--- config.mk ---
export PLATFORM = sky130hd
export DESIGN_NAME = dual_psg_tone_noise_synth
export DESIGN_NICKNAME = d
export VERILOG_FILES = /design/src/rtl/dpsg_pkg.sv /design/src/rtl/dpsg_ctrl.sv /design/src/rtl/dpsg_datapath.sv /design/src/rtl/dual_psg_tone_noise_synth.sv
export VERILOG_INCLUDE_DIRS = /design/src /design/src/rtl
export SDC_FILE = /design/constraint.sdc
export NUM_CORES = 1
export LEC_CHECK = 0
export BUFFER_PORTS_ARGS = -buffer_cell sky130_fd_sc_hd__buf_2
export CAP_MARGIN = 0
export CORE_UTILIZATION = 58
export DETAILED_ROUTE_END_ITERATION = 8
export PLACE_DENSITY = 0.88
export SLEW_MARGIN = 20
export SYNTH_ARGS = -nofsm -noshare
export SYNTH_HDL_FRONTEND = slang
export SYNTH_HIERARCHICAL = 1
export SYNTH_SLANG_ARGS = --single-unit
--- constraint.sdc ---
create_clock -name clock -period 9.8 [get_ports clock]
set_input_delay 0.98 -clock clock [delete_from_list [all_inputs] [get_ports clock]]
set_output_delay 0.98 -clock clock [all_outputs]
set_load 0.05 [all_outputs]
--- src/rtl/dual_psg_tone_noise_synth_macros.svh ---
// ----------------------------------------------------------------------------
// Assertion macros for the dual tone and noise synthesizer
// Concurrent assertion shorthands used at the end of the top level.
// ----------------------------------------------------------------------------
`ifndef DUAL_PSG_TONE_NOISE_SYNTH_MACROS_SVH
`define DUAL_PSG_TONE_NOISE_SYNTH_MACROS_SVH

`define DPSG_ASSERT_SAME(label, clk, rst, ante, cons) \
   label: assert property (@(posedge clk) disable iff (rst) (ante) |-> (cons)) \
      else $error("assertion failed");

`define DPSG_ASSERT_NEXT(label, clk, rst, ante, cons) \
   label: assert property (@(posedge clk) disable iff (rst) (ante) |=> (cons)) \
      else $error("assertion failed");

`endif

--- src/rtl/dpsg_pkg.sv ---
// ----------------------------------------------------------------------------
// Dual tone and noise synthesizer package
// Shared constants, command and status types and the volume table.
// ----------------------------------------------------------------------------
`timescale 1ns / 1ps

package dpsg_pkg;

   localparam int NUM_CHIPS_DEF = 2;
   localparam int MAX_TICKS_DEF = 63;

   localparam int STEP_W = 22;
   localparam logic [STEP_W-1:0] STEP_RESET = 22'd65536;
   localparam logic [15:0] NOISE_SEED = 16'h8000;
   localparam int MAX_CHIP_LEVEL = 192;

   localparam logic OP_WRITE = 1'b0;
   localparam logic OP_SAMPLE = 1'b1;

   typedef struct packed {
      logic start_sample;
      logic write;
      logic tick;
      logic div_start;
      logic div_step;
      logic hold_load;
      logic load_out;
   } cmd_type;

   typedef struct packed {
      logic n_zero;
      logic last_tick;
      logic div_last;
   } status_type;

   function automatic logic [5:0] vol_lookup(input logic [3:0] atten);
      logic [5:0] v;
      case (atten)
         4'd0: v = 6'd48;
         4'd1: v = 6'd38;
         4'd2: v = 6'd30;
         4'd3: v = 6'd24;
         4'd4: v = 6'd19;
         4'd5: v = 6'd15;
         4'd6: v = 6'd12;
         4'd7: v = 6'd10;
         4'd8: v = 6'd8;
         4'd9: v = 6'd6;
         4'd10: v = 6'd5;
         4'd11: v = 6'd4;
         4'd12: v = 6'd3;
         4'd13: v = 6'd2;
         4'd14: v = 6'd2;
         default: v = 6'd0;
      endcase
      return v;
   endfunction

endpackage

--- src/rtl/dpsg_ctrl.sv ---
// ----------------------------------------------------------------------------
// Dual tone and noise synthesizer controller
// Sequences writes, tick runs, the division and the result handshake.
// ----------------------------------------------------------------------------
`timescale 1ns / 1ps

module dpsg_ctrl (
   input  logic                 clock,
   input  logic                 reset,
   input  logic                 req_valid,
   output logic                 req_ready,
   input  logic                 req_op,
   output logic                 rsp_valid,
   input  logic                 rsp_ready,
   output dpsg_pkg::cmd_type    cmd,
   input  dpsg_pkg::status_type status
);

   typedef enum logic [2:0] {
      ST_IDLE, ST_CHECK, ST_TICK, ST_ACCUM, ST_DIVINIT, ST_DIV, ST_HOLD, ST_OUT
   } state_type;

   state_type state_ff;
   logic      rsp_valid_ff;
   logic      slot_free;

   assign req_ready = (state_ff == ST_IDLE);
   assign rsp_valid = rsp_valid_ff;
   assign slot_free = !rsp_valid_ff || rsp_ready;

   always_comb begin
      cmd = '0;
      unique case (state_ff)
         ST_IDLE: begin
            cmd.start_sample = req_valid && (req_op == dpsg_pkg::OP_SAMPLE);
            cmd.write = req_valid && (req_op == dpsg_pkg::OP_WRITE);
         end
         ST_TICK: cmd.tick = 1'b1;
         ST_DIVINIT: cmd.div_start = 1'b1;
         ST_DIV: cmd.div_step = 1'b1;
         ST_HOLD: cmd.hold_load = 1'b1;
         ST_OUT: cmd.load_out = slot_free;
         default: cmd = '0;
      endcase
   end

   always_ff @(posedge clock) begin
      if (reset) begin
         state_ff <= ST_IDLE;
         rsp_valid_ff <= 1'b0;
      end else begin
         if ((state_ff == ST_OUT) && slot_free) begin
            rsp_valid_ff <= 1'b1;
         end else if (rsp_valid_ff && rsp_ready) begin
            rsp_valid_ff <= 1'b0;
         end
         unique case (state_ff)
            ST_IDLE: begin
               if (req_valid && (req_op == dpsg_pkg::OP_SAMPLE)) begin
                  state_ff <= ST_CHECK;
               end
            end
            ST_CHECK: state_ff <= status.n_zero ? ST_OUT : ST_TICK;
            ST_TICK: begin
               if (status.last_tick) begin
                  state_ff <= ST_ACCUM;
               end
            end
            ST_ACCUM: state_ff <= ST_DIVINIT;
            ST_DIVINIT: state_ff <= ST_DIV;
            ST_DIV: begin
               if (status.div_last) begin
                  state_ff <= ST_HOLD;
               end
            end
            ST_HOLD: state_ff <= ST_OUT;
            ST_OUT: begin
               if (slot_free) begin
                  state_ff <= ST_IDLE;
               end
            end
            default: state_ff <= ST_IDLE;
         endcase
      end
   end

endmodule

--- src/rtl/dpsg_datapath.sv ---
// ----------------------------------------------------------------------------
// Dual tone and noise synthesizer datapath
// Voice state, tick logic, level accumulator, divider and output register.
// ----------------------------------------------------------------------------
`timescale 1ns / 1ps

module dpsg_datapath #(
   parameter int NUM_CHIPS = dpsg_pkg::NUM_CHIPS_DEF,
   parameter int MAX_TICKS = dpsg_pkg::MAX_TICKS_DEF
) (
   input  logic                        clock,
   input  logic                        reset,
   input  logic                        csr_wr_en,
   input  logic [dpsg_pkg::STEP_W-1:0] csr_wr_data,
   input  logic                        req_chip_sel,
   input  logic [7:0]                  req_data_byte,
   input  logic [7:0]                  req_mix_in,
   output logic [7:0]                  rsp_sample_out,
   input  dpsg_pkg::cmd_type           cmd,
   output dpsg_pkg::status_type        status
);

   localparam int VOICES = NUM_CHIPS * 4;
   localparam int TICK_W = $clog2(MAX_TICKS + 1);
   localparam int LVL_W = $clog2(NUM_CHIPS * dpsg_pkg::MAX_CHIP_LEVEL + 1);
   localparam int SUM_W = $clog2(MAX_TICKS * NUM_CHIPS * dpsg_pkg::MAX_CHIP_LEVEL + 1);
   localparam int DCNT_W = $clog2(SUM_W + 1);

   logic [9:0]  period_ff [VOICES];
   logic [9:0]  period_in [VOICES];
   logic [3:0]  atten_ff [VOICES];
   logic [3:0]  atten_in [VOICES];
   logic [10:0] count_ff [VOICES];
   logic [10:0] count_in [VOICES];
   logic        level_ff [VOICES];
   logic        level_in [VOICES];
   logic [2:0]  latched_ff [NUM_CHIPS];
   logic [2:0]  latched_in [NUM_CHIPS];
   logic [15:0] shift_ff [NUM_CHIPS];
   logic [15:0] shift_in [NUM_CHIPS];
   logic        nbit_ff [NUM_CHIPS];
   logic        nbit_in [NUM_CHIPS];

   logic [dpsg_pkg::STEP_W-1:0] step_ff;
   logic [15:0]       phase_ff;
   logic [7:0]        held_ff;
   logic [7:0]        mix_ff;
   logic [7:0]        out_ff;
   logic [TICK_W-1:0] n_ff;
   logic [TICK_W-1:0] cnt_ff;
   logic              tick_done_ff;
   logic [SUM_W-1:0]  sum_ff;
   logic [SUM_W-1:0]  quo_ff;
   logic [TICK_W-1:0] rem_ff;
   logic [DCNT_W-1:0] dcnt_ff;

   logic [dpsg_pkg::STEP_W:0] acc;
   logic [7:0]        n_raw;
   logic [7:0]        n_sat;
   logic [LVL_W-1:0]  level_sum;
   logic [TICK_W:0]   rem_sh;
   logic              rem_ge;
   logic [8:0]        mix_sum;

   assign acc = {1'b0, step_ff} + {{(dpsg_pkg::STEP_W - 15){1'b0}}, phase_ff};
   assign n_raw = {1'b0, acc[dpsg_pkg::STEP_W:16]};
   assign n_sat = (n_raw > 8'(MAX_TICKS)) ? 8'(MAX_TICKS) : n_raw;

   always_comb begin
      level_sum = '0;
      for (int c = 0; c < NUM_CHIPS; c++) begin
         for (int v = 0; v < 3; v++) begin
            if (level_ff[c*4+v]) begin
               level_sum = level_sum + LVL_W'(dpsg_pkg::vol_lookup(atten_ff[c*4+v]));
            end
         end
         if (nbit_ff[c]) begin
            level_sum = level_sum + LVL_W'(dpsg_pkg::vol_lookup(atten_ff[c*4+3]));
         end
      end
   end

   always_comb begin
      logic [2:0]  rsel;
      logic [9:0]  p;
      logic [10:0] np;
      logic [15:0] s;
      for (int i = 0; i < VOICES; i++) begin
         period_in[i] = period_ff[i];
         atten_in[i] = atten_ff[i];
         count_in[i] = count_ff[i];
         level_in[i] = level_ff[i];
      end
      for (int c = 0; c < NUM_CHIPS; c++) begin
         latched_in[c] = latched_ff[c];
         shift_in[c] = shift_ff[c];
         nbit_in[c] = nbit_ff[c];
      end
      rsel = '0;
      p = '0;
      np = '0;
      s = '0;
      if (cmd.write) begin
         for (int c = 0; c < NUM_CHIPS; c++) begin
            if (c == int'(req_chip_sel)) begin
               rsel = req_data_byte[7] ? req_data_byte[6:4] : latched_ff[c];
               latched_in[c] = rsel;
               for (int v = 0; v < 4; v++) begin
                  if (rsel[2:1] == 2'(v)) begin
                     if (rsel[0]) begin
                        atten_in[c*4+v] = req_data_byte[3:0];
                     end else if (v < 3) begin
                        if (req_data_byte[7]) begin
                           period_in[c*4+v] = {period_ff[c*4+v][9:4], req_data_byte[3:0]};
                        end else begin
                           period_in[c*4+v] = {req_data_byte[5:0], period_ff[c*4+v][3:0]};
                        end
                     end else begin
                        period_in[c*4+v] = {7'd0, req_data_byte[2:0]};
                        shift_in[c] = dpsg_pkg::NOISE_SEED;
                        nbit_in[c] = 1'b0;
                     end
                  end
               end
            end
         end
      end
      if (cmd.tick) begin
         for (int c = 0; c < NUM_CHIPS; c++) begin
            for (int v = 0; v < 3; v++) begin
               p = period_ff[c*4+v];
               if (p <= 10'd1) begin
                  level_in[c*4+v] = 1'b1;
                  count_in[c*4+v] = '0;
               end else if (count_ff[c*4+v] <= 11'd1) begin
                  count_in[c*4+v] = count_ff[c*4+v] + {1'b0, p} - 11'd1;
                  level_in[c*4+v] = !level_ff[c*4+v];
               end else begin
                  count_in[c*4+v] = count_ff[c*4+v] - 11'd1;
               end
            end
            case (period_ff[c*4+3][1:0])
               2'd0: np = 11'd16;
               2'd1: np = 11'd32;
               2'd2: np = 11'd64;
               default: np = (period_ff[c*4+2] == 10'd0) ? 11'd1 : {1'b0, period_ff[c*4+2]};
            endcase
            if (count_ff[c*4+3] <= 11'd1) begin
               count_in[c*4+3] = count_ff[c*4+3] + np - 11'd1;
               level_in[c*4+3] = !level_ff[c*4+3];
               if (level_ff[c*4+3]) begin
                  s = shift_ff[c];
                  shift_in[c] = {period_ff[c*4+3][2] ? (s[0] ^ s[3]) : s[0], s[15:1]};
                  nbit_in[c] = s[1];
               end
            end else begin
               count_in[c*4+3] = count_ff[c*4+3] - 11'd1;
            end
         end
      end
   end

   assign rem_sh = {rem_ff, quo_ff[SUM_W-1]};
   assign rem_ge = rem_sh >= {1'b0, n_ff};
   assign mix_sum = {1'b0, mix_ff} + {1'b0, held_ff};

   assign status.n_zero = (n_ff == '0);
   assign status.last_tick = (cnt_ff == TICK_W'(1));
   assign status.div_last = (dcnt_ff == DCNT_W'(1));
   assign rsp_sample_out = out_ff;

   always_ff @(posedge clock) begin
      if (reset) begin
         for (int i = 0; i < VOICES; i++) begin
            period_ff[i] <= '0;
            atten_ff[i] <= 4'hF;
            count_ff[i] <= '0;
            level_ff[i] <= 1'b1;
         end
         for (int c = 0; c < NUM_CHIPS; c++) begin
            latched_ff[c] <= '0;
            shift_ff[c] <= dpsg_pkg::NOISE_SEED;
            nbit_ff[c] <= 1'b0;
         end
         step_ff <= dpsg_pkg::STEP_RESET;
         phase_ff <= '0;
         held_ff <= '0;
         tick_done_ff <= 1'b0;
      end else begin
         for (int i = 0; i < VOICES; i++) begin
            period_ff[i] <= period_in[i];
            atten_ff[i] <= atten_in[i];
            count_ff[i] <= count_in[i];
            level_ff[i] <= level_in[i];
         end
         for (int c = 0; c < NUM_CHIPS; c++) begin
            latched_ff[c] <= latched_in[c];
            shift_ff[c] <= shift_in[c];
            nbit_ff[c] <= nbit_in[c];
         end
         if (csr_wr_en) begin
            step_ff <= csr_wr_data;
         end
         if (cmd.start_sample) begin
            phase_ff <= acc[15:0];
         end
         if (cmd.hold_load) begin
            held_ff <= (quo_ff > SUM_W'(255)) ? 8'd255 : quo_ff[7:0];
         end
         tick_done_ff <= cmd.tick;
      end
   end

   always_ff @(posedge clock) begin
      if (cmd.start_sample) begin
         n_ff <= n_sat[TICK_W-1:0];
         cnt_ff <= n_sat[TICK_W-1:0];
         mix_ff <= req_mix_in;
         sum_ff <= '0;
      end else begin
         if (cmd.tick) begin
            cnt_ff <= cnt_ff - TICK_W'(1);
         end
         if (tick_done_ff) begin
            sum_ff <= sum_ff + SUM_W'(level_sum);
         end
      end
      if (cmd.div_start) begin
         quo_ff <= sum_ff;
         rem_ff <= '0;
         dcnt_ff <= DCNT_W'(SUM_W);
      end else if (cmd.div_step) begin
         quo_ff <= {quo_ff[SUM_W-2:0], rem_ge};
         rem_ff <= rem_ge ? TICK_W'(rem_sh - {1'b0, n_ff}) : rem_sh[TICK_W-1:0];
         dcnt_ff <= dcnt_ff - DCNT_W'(1);
      end
      if (cmd.load_out) begin
         out_ff <= mix_sum[8] ? 8'd255 : mix_sum[7:0];
      end
   end

endmodule

--- src/rtl/dual_psg_tone_noise_synth.sv ---
// ----------------------------------------------------------------------------
// Dual tone and noise synthesizer
// Two sound generators with tone and noise voices, mixed into an audio byte.
// ----------------------------------------------------------------------------
// The req channel takes one word per item: op selects a register write byte
// to the chip given by chip_sel, or a sample request that carries mix_in.
// A write word is taken in the idle state and returns nothing. A sample word
// returns one rsp word, sample_out, after n chip ticks for that sample (at
// most MAX_TICKS, one per cycle in the tick loop) and a shift-subtract
// division of the tick sum by n, one quotient bit per cycle for SUM_W bits,
// SUM_W being the width of the tick sum (15 with the default parameters).
// With no ticks the held level is reused and the word goes straight to output.
// The step is written on csr_wr_en; write it only while idle (not enforced).
// Reset restores all voices to silent, the noise registers to their seed and
// the step to one tick per sample. When the receiver stalls, the finished
// word waits in the output register; writes are still taken, and a new
// sample request is computed but waits before its result is loaded.
// ----------------------------------------------------------------------------
`timescale 1ns / 1ps

`include "dual_psg_tone_noise_synth_macros.svh"

module dual_psg_tone_noise_synth #(
   parameter int NUM_CHIPS = dpsg_pkg::NUM_CHIPS_DEF,
   parameter int MAX_TICKS = dpsg_pkg::MAX_TICKS_DEF
) (
   input  logic                        clock,
   input  logic                        reset,
   input  logic                        csr_wr_en,
   input  logic [dpsg_pkg::STEP_W-1:0] csr_wr_data,
   input  logic                        req_valid,
   output logic                        req_ready,
   input  logic                        req_op,
   input  logic                        req_chip_sel,
   input  logic [7:0]                  req_data_byte,
   input  logic [7:0]                  req_mix_in,
   output logic                        rsp_valid,
   input  logic                        rsp_ready,
   output logic [7:0]                  rsp_sample_out
);

   dpsg_pkg::cmd_type    cmd;
   dpsg_pkg::status_type status;

   dpsg_ctrl u_ctrl (
      .clock     (clock),
      .reset     (reset),
      .req_valid (req_valid),
      .req_ready (req_ready),
      .req_op    (req_op),
      .rsp_valid (rsp_valid),
      .rsp_ready (rsp_ready),
      .cmd       (cmd),
      .status    (status)
   );

   dpsg_datapath #(
      .NUM_CHIPS (NUM_CHIPS),
      .MAX_TICKS (MAX_TICKS)
   ) u_datapath (
      .clock          (clock),
      .reset          (reset),
      .csr_wr_en      (csr_wr_en),
      .csr_wr_data    (csr_wr_data),
      .req_chip_sel   (req_chip_sel),
      .req_data_byte  (req_data_byte),
      .req_mix_in     (req_mix_in),
      .rsp_sample_out (rsp_sample_out),
      .cmd            (cmd),
      .status         (status)
   );

   `DPSG_ASSERT_NEXT(a_sample_busy, clock, reset,
      req_valid && req_ready && (req_op == dpsg_pkg::OP_SAMPLE), !req_ready)
   `DPSG_ASSERT_NEXT(a_write_one_cycle, clock, reset,
      req_valid && req_ready && (req_op == dpsg_pkg::OP_WRITE), req_ready)
   `DPSG_ASSERT_SAME(a_rsp_from_busy, clock, reset, $rose(rsp_valid), $past(!req_ready))

endmodule
==> metrics.csv, run 1 <==
metric,value,unit
cts_root_buf,clkbuf_16,
period_needed,9670,ps
status,"finished, violations left",
critPathMaxFanout,6,
place_area,25900,um^2
critPathLaunch,u_datapath/atten_ff[0][4],
setup_viol,0,
yosysTopAreaCellShare,0.245,
cp.arrival,10080,ps
dp_hpwl,39.3,mm
synth-edff-count,44,
fmaxAchievable,103,MHz
fin_skew,33.7,ps
firstDrtPassIters,8,
violations,DRC,
slowest_delay,380,ps
clk_path_buf_depth,3,
synth_top_family_by_area,compound AO/OA/AOI/OAI gates,
tightestPinTransition,1110,ps
antenna_left,0,
rows,76,
cpMostUsedCell,nor2_1,
seq_area_frac_synth,0.297,
synth-seq-cells,353,
ctsHoldBuffers,0,
fin_area,27600,um^2
cts_num_sinks,353,
cp_slowest_cell,dfxtp_1,
multi_input_area,16100,um^2
finalCritPeriodShare,0.986,
routed-via-count,22000,
gp_congestion,0.885,
endpoint_kind,flop,
synth_ff_type,dfxtp_1,
grt_usage,0.250,
irDropWorstVdd,0.109,mV
syn_inst,3128,
dp_cells,3654,
routed_wl,58.5,mm
fin_setup_tns,0,ps
synthArstFlopShare,0,
synth_fp_nets,3465,
register_area,7510,um^2
holdCritStartpoint,u_datapath/shift_ff[0][4],
die_h,211,um
min_path_type,flop to flop,
synth_compound_area_frac,0.180,
synth-warning-count,6,
cp-start-kind,flop,
worstSetupPathType,flop to flop,
fin_nets,3461,
cts_tree,yes,
endpoint,u_datapath/sum_ff[12],
drc,1,
fillCellCount,3346,
powerDensity,135,nW/um^2
synth.area.top_cells,"dfxtp_1 (25%), ha_1 (14%), inv_1 (5.9%), mux2i_1 (5.8%), edfxtp_1 (5.2%)",
port_buffers,54,
drv_slew,0,
layoutNonFillerInstCount,3736,
wl_per_cell,15.7,um
grt_overflow,0,
required,10220,ps
synth_fa_ha_area_frac,0.150,
p_leak,12.5,nW
core,43000,um^2
layout-drive-gt1-share,0.0842,
synth_top_area_cell,dfxtp_1,
grt_antenna_before_repair,2,
grt_pass1_vias,20500,
hold_viol_final,0,
grt_max_degree,82,
htree_levels,2,
grt_pass1_wl,94.1,mm
slew_headroom,0.261,
ioPinCount,55,
rr_endpoint,u_datapath/sum_ff[12],
clk_pin_slew,60,ps
r2r_start,u_datapath/atten_ff[0][4],
vias_per_cell,5.88,
cts_made_buffers,38,
cap_violations,0,
insertion_delay,550,ps
reg2reg_slack,130,ps
synthXorXnorAreaFrac,0.0455,
area_growth,9.16,%
synthesis.area,25200,um^2
synth_cell_types,88,
start_util,0.587,
die_w,211,um
syn_area_per_cell,8.07,um^2
drt_iter0_drc,1738,
rr_worst_depth,53,
dieArea,44400,um^2
design_power_total,3.72,mW
synthMuxAreaShare,0.0812,
yosys.area_share.simple,0.165,
synthesized netlist by cell type (29+ instances only):
cell	number
a21oi_1	219
nor2_1	342
nand2b_1	29
ha_1	273
a211oi_1	38
a21o_1	44
nor2b_1	32
clkbuf_1	113
nor3_1	69
nand3_1	67
inv_1	398
nand2_1	209
xor2_1	41
dfxtp_1	309
o21ai_0	179
xnor2_1	90
mux2_2	42
edfxtp_1	44
o21bai_1	35
mux2i_1	145
worst min path at each step:
stage | endpoint | slack, ps | cells after the start
2_1_floorplan | u_datapath/shift_ff[0][29] | 430 | 2
3_3_place_gp | u_datapath/shift_ff[0][8] | 440 | 2
3_5_place_dp | u_datapath/shift_ff[0][8] | 440 | 2
4_1_cts | u_datapath/shift_ff[0][8] | 430 | 2
5_1_grt | u_datapath/shift_ff[0][3] | 450 | 2
6_report | u_datapath/shift_ff[0][3] | 430 | 2
per-layer routing:
layer | track usage | share of wire
met4 | 0.0945 | 0.029
met5 | 0 | 0
met2 | 0.431 | 0.48
met1 | 0.318 | 0.43
met3 | 0.0322 | 0.058
cells in the final DEF (no fill, tap or decap), types with 9 or more instances in the layout:
master / synthesis / routed
clkbuf_16: 0 / 39
and3_1: 22 / 21
a211oi_1: 38 / 34
a22o_1: 16 / 16
mux2_2: 42 / 39
fa_1: 19 / 16
buf_2: 2 / 53
a21o_1: 44 / 44
o21ai_1: 14 / 19
o21a_1: 16 / 16
o22ai_1: 25 / 25
a31oi_1: 20 / 20
xnor2_1: 90 / 89
mux2_4: 6 / 9
nor3_1: 69 / 65
mux2i_1: 145 / 145
o211ai_1: 23 / 23
o21ai_0: 179 / 170
o21bai_1: 35 / 35
or3_1: 16 / 16
a21oi_1: 219 / 214
buf_4: 1 / 31
ha_4: 0 / 10
nand4_1: 21 / 21
or2_2: 9 / 9
nor3b_1: 17 / 16
ha_1: 273 / 262
xor2_1: 41 / 40
dfxtp_1: 309 / 308
nand2b_1: 29 / 28
nand3b_1: 10 / 10
nor2b_1: 32 / 32
nand3_1: 67 / 66
inv_1: 398 / 396
nand2_1: 209 / 209
nor4_1: 21 / 21
edfxtp_1: 44 / 44
nor2_1: 342 / 339
registers in the layout, summed over array words and instances (netlist names), 15 cells and up:
name                  flops
u_datapath/step_ff       22
u_datapath/count_ff      88
u_datapath/quo_ff        15
u_datapath/shift_ff      32
u_datapath/sum_ff        15
u_datapath/atten_ff      32
u_datapath/phase_ff      16
u_datapath/period_ff     66
report_power, final:
| part | switching, mW | leakage, nW | internal, mW |
|---|---|---|---|
| Clock | 0.592 | 0.612 | 0.855 |
| Sequential | 0.0458 | 2.90 | 1.51 |
| Combinational | 0.432 | 9.03 | 0.277 |
final cells by class:
type                       instances  share of cell area
antenna                            2            0.000182
clock buffer                      52              0.0394
clock inverter                    13             0.00577
inverter                         402              0.0548
multi-input combinational       2245               0.583
sequential                       353               0.273
tap                              585              0.0266
timing repair buffer              84              0.0181
worst max-delay path: cells and delay by family, from the launching register on:
kind / cells / cell delay, ps
multiplexers: 4 / 1040
XOR/XNOR: 6 / 800
flip-flops: 1 / 380
AO/OA/AOI/OAI: 16 / 2730
buffers and inverters: 4 / 460
AND/OR/NAND/NOR: 14 / 1370
adder cells (fa/ha/maj): 9 / 2750
cells by family (layout without fill, tap and decap cells):
kind of cell / after synthesis / count (layout)
simple gates: 898 / 898
compound gates: 728 / 728
buf+inv: 530 / 551
flops: 353 / 353
fa+ha+maj: 292 / 292
mux: 196 / 196
xor+xnor: 131 / 131
other cells: 0 / 2
through the flow:
stage / setup slack, ps / utilization / hold WS, ps
after floorplan: 409 / - / 432
after global placement: 174 / 0.602 / 440
after detailed placement: -164 / 0.602 / 445
after CTS: 27.5 / 0.632 / 429
after global routing: -313 / 0.641 / 448
final: 135 / 0.641 / 431
timing repair:
item | CTS | global route
pin swaps | 1 | 20
endpoints found under the setup margin | 3 | 8
setup buffers | 1 | 14
gates resized for setup | 6 | 52
No activity file was read; power rests on OpenSTA's default activity.
==> inputs of run 2 (changes only) <==
--- a/config.mk
+++ b/config.mk
@@ -8,7 +8,7 @@
 export LEC_CHECK = 0
-export BUFFER_PORTS_ARGS = -buffer_cell sky130_fd_sc_hd__buf_2
+export BUFFER_PORTS_ARGS = -buffer_cell sky130_fd_sc_hd__buf_4
 export CAP_MARGIN = 0
-export CORE_UTILIZATION = 58
+export CORE_UTILIZATION = 30
 export DETAILED_ROUTE_END_ITERATION = 8
-export PLACE_DENSITY = 0.88
+export PLACE_DENSITY = 0.56
 export SLEW_MARGIN = 20
==> constraint.sdc (replaced) <==
create_clock -name clock -period 9.8 [get_ports clock]
set_input_delay 2.94 -clock clock [delete_from_list [all_inputs] [get_ports clock]]
set_output_delay 2.94 -clock clock [all_outputs]
set_load 0.05 [all_outputs]
==> metrics.csv, run 2 (synthesis results as in run 1) <==
metric,value,unit,change
cp.arrival,9760,ps,-320 ps
wl_per_cell,13.9,um,-12%
cap_violations,0,,unchanged
clk_path_buf_depth,3,,unchanged
grt_pass1_vias,19600,,-4.5%
period_needed,9350,ps,-319 ps
dp_hpwl,42.1,mm,+7.1%
critPathMaxFanout,5,,-1
cp_slowest_cell,fa_2,,
use_met1,0.179,,-0.139
drt_iter0_drc,981,,-44%
cts_made_buffers,40,,+5.3%
tightestPinTransition,976,ps,-130 ps
holdCritStartpoint,u_datapath/shift_ff[0][4],,
busiest_layer,met2,,
grt_overflow,0,,unchanged
largestRegisters,"u_datapath/count_ff x88, u_datapath/period_ff x66",,
fin_area,28500,um^2,+3.3%
antenna_left,0,,unchanged
cpMostUsedCell,nor2_1,,
place_area,26700,um^2,+3.3%
start_util,0.303,,-0.285
min_path_type,flop to flop,,
layout_commonest_cell,inv_1,,
power_frac_clock,0.416,,+0.026
drv_slew,0,,unchanged
core,83400,um^2,+94%
status,finished clean,,
antennaDiodeCount,0,,-2
port_buffers,54,,unchanged
layout-drive-gt1-share,0.0897,,+0.00552
required,10210,ps,about the same
cts_num_sinks,353,,unchanged
slew_headroom,0.347,,+0.0861
regMostFlops,u_datapath/count_ff,,
drc,0,,-1
htree_levels,2,,unchanged
rr_worst_depth,52,,-1.9%
fmaxAchievable,107,MHz,+3.4%
fin_skew,27.4,ps,-6.28 ps
routed-via-count,20700,,-5.6%
r2r_start,u_datapath/atten_ff[0][0],,
p_leak,12.7,nW,+1.2%
insertion_delay,560,ps,about the same
dieArea,85300,um^2,+92%
rows,106,,+39%
firstDrtPassIters,5,,-3
internal_power,2.75,mW,+4.0%
preCtsSetupSlack,-90.2,ps,+73.7 ps
cts_tree,yes,,
grt_usage,0.135,,-0.115
area_growth,12.7,%,
largest_reg_flops,88,,unchanged
mostFrequentLayoutCells,"inv_1 (397), nor2_1 (340), dfxtp_1 (307)",,
hold_depth,2,,unchanged
path_delay_family,adder cells,,
worstSetupPathType,flop to flop,,
cts_root_buf,clkbuf_16,,
cp-start-kind,flop,,
rr_endpoint,u_datapath/sum_ff[14],,
hold_end,u_datapath/shift_ff[0][3],,
finalHoldWorstSlack,454,ps,+23.9 ps
reg2reg_slack,450,ps,+320 ps
clk_pin_slew,60,ps,about the same
fin_setup_tns,0,ps,unchanged
powerDensity,136,nW/um^2,+0.84%
sw_frac_of_total,0.289,,+0.00121
grt_max_degree,91,,+11%
die_w,292,um,+39%
vias_per_cell,4.88,,-17%
p_comb_frac,0.181,,-0.010
cp.buffers_inverters,3,,-1
ioPinCount,55,,unchanged
hold_viol_final,0,,unchanged
p_sw,1.12,mW,+4.6%
dp_cells,4163,,+14%
gp_congestion,0.797,,-10%
grt_pass1_wl,97.5,mm,+3.6%
slowest_delay,550,ps,+170 ps
layoutNonFillerInstCount,4247,,+14%
grt_use_met2,0.234,,-0.197
met3_usage,0.0140,,-0.0182
setup_viol,0,,unchanged
finalCritPeriodShare,0.954,,-0.0326
finalWorstSetupSlack,454,ps,+319 ps
sequentialPowerShare,0.402,,-0.018
endpoint_kind,flop,,
irDropWorstVdd,0.113,mV,+3.4%
die_h,292,um,+39%
grt_antenna_before_repair,1,,-1
routed_wl,58.8,mm,+0.60%
fin_nets,3472,,+0.32%
-- run 2: power by group through the flow --
stage	Clock (mW)	Sequential (mW)	Combinational [mW]
3_3_place_gp	0	1.59	0.693
3_5_place_dp	0	1.59	0.696
6_report	1.61	1.56	0.702
5_1_grt	1.71	1.56	0.797
2_1_floorplan	0	1.57	0.546
4_1_cts	1.66	1.56	0.701
-- run 2: repair_timing --
| action | CTS | global route |
|---|---|---|
| pin swaps | 0 | 23 |
| resized for setup | 1 | 49 |
| hold buffers | 0 | 0 |
| endpoints found under the setup margin | 2 | 9 |
| setup buffers | 1 | 9 |
-- run 2: per-layer routing --
metal  wire, um  part of all wire
met1      28600              0.49
met2      28000              0.48
met3       1320             0.022
met4        894             0.015
met5          0                 0
-- run 2: worst max path at each step --
| stage | end | cells after the start | startpoint |
|---|---|---|---|
| floorplan | u_datapath/sum_ff[12] | 52 | u_datapath/atten_ff[0][1] |
| global placement | u_datapath/sum_ff[12] | 53 | u_datapath/atten_ff[0][0] |
| detailed placement | u_datapath/sum_ff[12] | 52 | u_datapath/atten_ff[0][0] |
| CTS | u_datapath/sum_ff[12] | 53 | u_datapath/atten_ff[0][0] |
| global route | u_datapath/sum_ff[12] | 52 | u_datapath/atten_ff[0][0] |
| finish | u_datapath/sum_ff[14] | 52 | u_datapath/atten_ff[0][0] |
-- run 2: tightest hold or removal path, cell delays in order, from the launching register on --
cell,delay [ps]
dfxtp_1,310
nand2_1,50
a21oi_1,50
-- run 2: cell type report --
class / instances / area (um^2)
well taps: 1080 / 1350
flip-flops and latches: 353 / 7510
repair buffers: 93 / 706
fillers: 8649 / 55000
clock inverters: 26 / 312
multi-input cells: 2245 / 16000
inverters: 402 / 1510
clock buffers: 48 / 1080
-- run 2: through the flow --
stage,utilization,power [mW]
after floorplan,-,2.12
after global routing,0.341,4.07
after detailed placement,0.321,2.28
final,0.341,3.87
after CTS,0.337,3.92
after global placement,0.321,2.28
==> inputs of run 3 (changes only) <==
- REMOVE_ABC_BUFFERS: unset -> 1
==> metrics.csv, run 3 (synthesis results as in run 1) <==
metric,value,unit,change
grt_pass1_wl,98.3,mm,+0.82%
cts_tree,yes,,
cp_slowest_cell,fa_2,,
insertion_delay,570,ps,about the same
cap_violations,0,,unchanged
powerDensity,138,nW/um^2,+1.6%
layout_commonest_cell,inv_1,,
hold_viol_final,0,,unchanged
grt_usage,0.137,,+0.00238
fmaxAchievable,107,MHz,about the same
status,finished clean,,
htree_levels,2,,unchanged
clk_path_buf_depth,3,,unchanged
grt_overflow,0,,unchanged
cts_num_sinks,353,,unchanged
setup_viol,0,,unchanged
firstDrtPassIters,5,,unchanged
regMostFlops,u_datapath/count_ff,,
mostFrequentLayoutCells,"inv_1 (397), nor2_1 (340), dfxtp_1 (306)",,
dp_hpwl,42.6,mm,+1.2%
vias_per_cell,4.87,,-0.27%
period_needed,9350,ps,+8.92 ps
fin_setup_tns,0,ps,unchanged
drt_iter0_drc,923,,-5.9%
dieArea,85300,um^2,unchanged
routed_wl,59.5,mm,+1.1%
ioPinCount,55,,unchanged
cp-start-kind,flop,,
fillCellCount,8640,,-0.10%
cts_root_buf,clkbuf_16,,
slew_headroom,0.291,,-0.0563
wl_per_cell,14.0,um,+1.2%
antenna_left,0,,unchanged
cp.arrival,9780,ps,+20 ps
clk_pin_slew,60,ps,about the same
grt_antenna_before_repair,2,,+1
tightestPinTransition,1060,ps,+84.2 ps
irDropWorstVdd,0.0935,mV,-17%
layout-drive-gt1-share,0.0882,,-0.00147
gp_congestion,0.816,,+2.4%
worstSetupPathType,flop to flop,,
drv_slew,0,,unchanged
design_power_total,3.94,mW,+1.8%
ctsHoldBuffers,0,,unchanged
fin_nets,3467,,-0.14%
cpMostUsedCell,nor2_1,,
drc,0,,unchanged
largest_reg_flops,88,,unchanged
start_util,0.303,,unchanged
die_w,292,um,unchanged
grt_pass1_vias,19400,,-0.76%
endpoint_kind,flop,,
antennaDiodeCount,0,,unchanged
required,10230,ps,+20 ps
largestRegisters,"u_datapath/count_ff x88, u_datapath/period_ff x66",,
rows,106,,unchanged
cts_made_buffers,43,,+7.5%
grt_max_degree,58,,-36%
finalCritPeriodShare,0.955,,about the same
port_buffers,54,,unchanged
slowest_delay,560,ps,about the same
routed-via-count,20700,,-0.36%
die_h,292,um,unchanged
p_leak,12.7,nW,-0.17%
area_growth,12.9,%,
core,83400,um^2,unchanged
fin_skew,14.0,ps,-13.4 ps
min_path_type,flop to flop,,
critPathMaxFanout,7,,+2
run 3: cell types whose count changed in the layout (fill, tap and decap cells not counted), sizes merged:
cell      previous run  this run
buf                 93        85
clkbuf              48        49
clkinv              14        15
clkinvlp             3         7
inv                405       403
run 3: timing repair:
action | in CTS | in global routing
pin swaps | 1 | 23
setup buffers | 0 | 7
endpoints found under the setup margin | 3 | 8
gates resized for setup | 3 | 49
run 3: cell type report:
cell class / count / area, um^2 / share of cell area
clock buffers: 49 / 1140 / 0.0400
clock inverters: 29 / 333 / 0.0117
inverters: 402 / 1510 / 0.0530
multi-input cells: 2245 / 16000 / 0.562
flip-flops and latches: 353 / 7510 / 0.264
well taps: 1080 / 1350 / 0.0474
repair buffers: 85 / 642 / 0.0225
run 3: path summary, 6_finish.rpt:
kind | start | to | slack, ps | cells past startpoint
worst max-delay path | u_datapath/atten_ff[0][0] | u_datapath/sum_ff[12] | 450 | 50
worst min-delay path | u_datapath/shift_ff[0][25] | u_datapath/shift_ff[0][24] | 450 | 2
worst max register to register | u_datapath/atten_ff[0][0] | u_datapath/sum_ff[12] | 450 | 50
worst min register to register | u_datapath/shift_ff[0][25] | u_datapath/shift_ff[0][24] | 450 | 2
run 3: report_power, final:
group	switching (mW)	leakage, nW	internal (mW)
logic	0.418	9.06	0.282
registers	0.0449	2.90	1.51
clock network	0.680	0.704	0.999
run 3: through the flow:
step	instances	instance area [um^2]	setup slack (ps)	hold WS, ps	util
5_1_grt	4243	28500	-161	469	0.342
3_5_place_dp	4158	26700	-38.3	444	0.320
2_1_floorplan	3000	24700	344	426	-
4_1_cts	4236	28200	5.61	452	0.338
3_3_place_gp	4158	26700	2.87	439	0.320
6_report	4243	28500	445	451	0.342
run 3: layer usage:
layer  global-route usage  wire length, um
met3               0.0194             2010
met1                0.191            30100
met5                    0               17
met4               0.0306              945
met2                0.224            26400
run 3: critical path: cells and delay by family, from the launching register on:
kind,cells,cell delay [ps]
compound gates,16,2670
buf+inv,4,430
mux,3,520
xor+xnor,3,460
fa+ha+maj,9,3380
simple gates,15,1440
flops,1,330
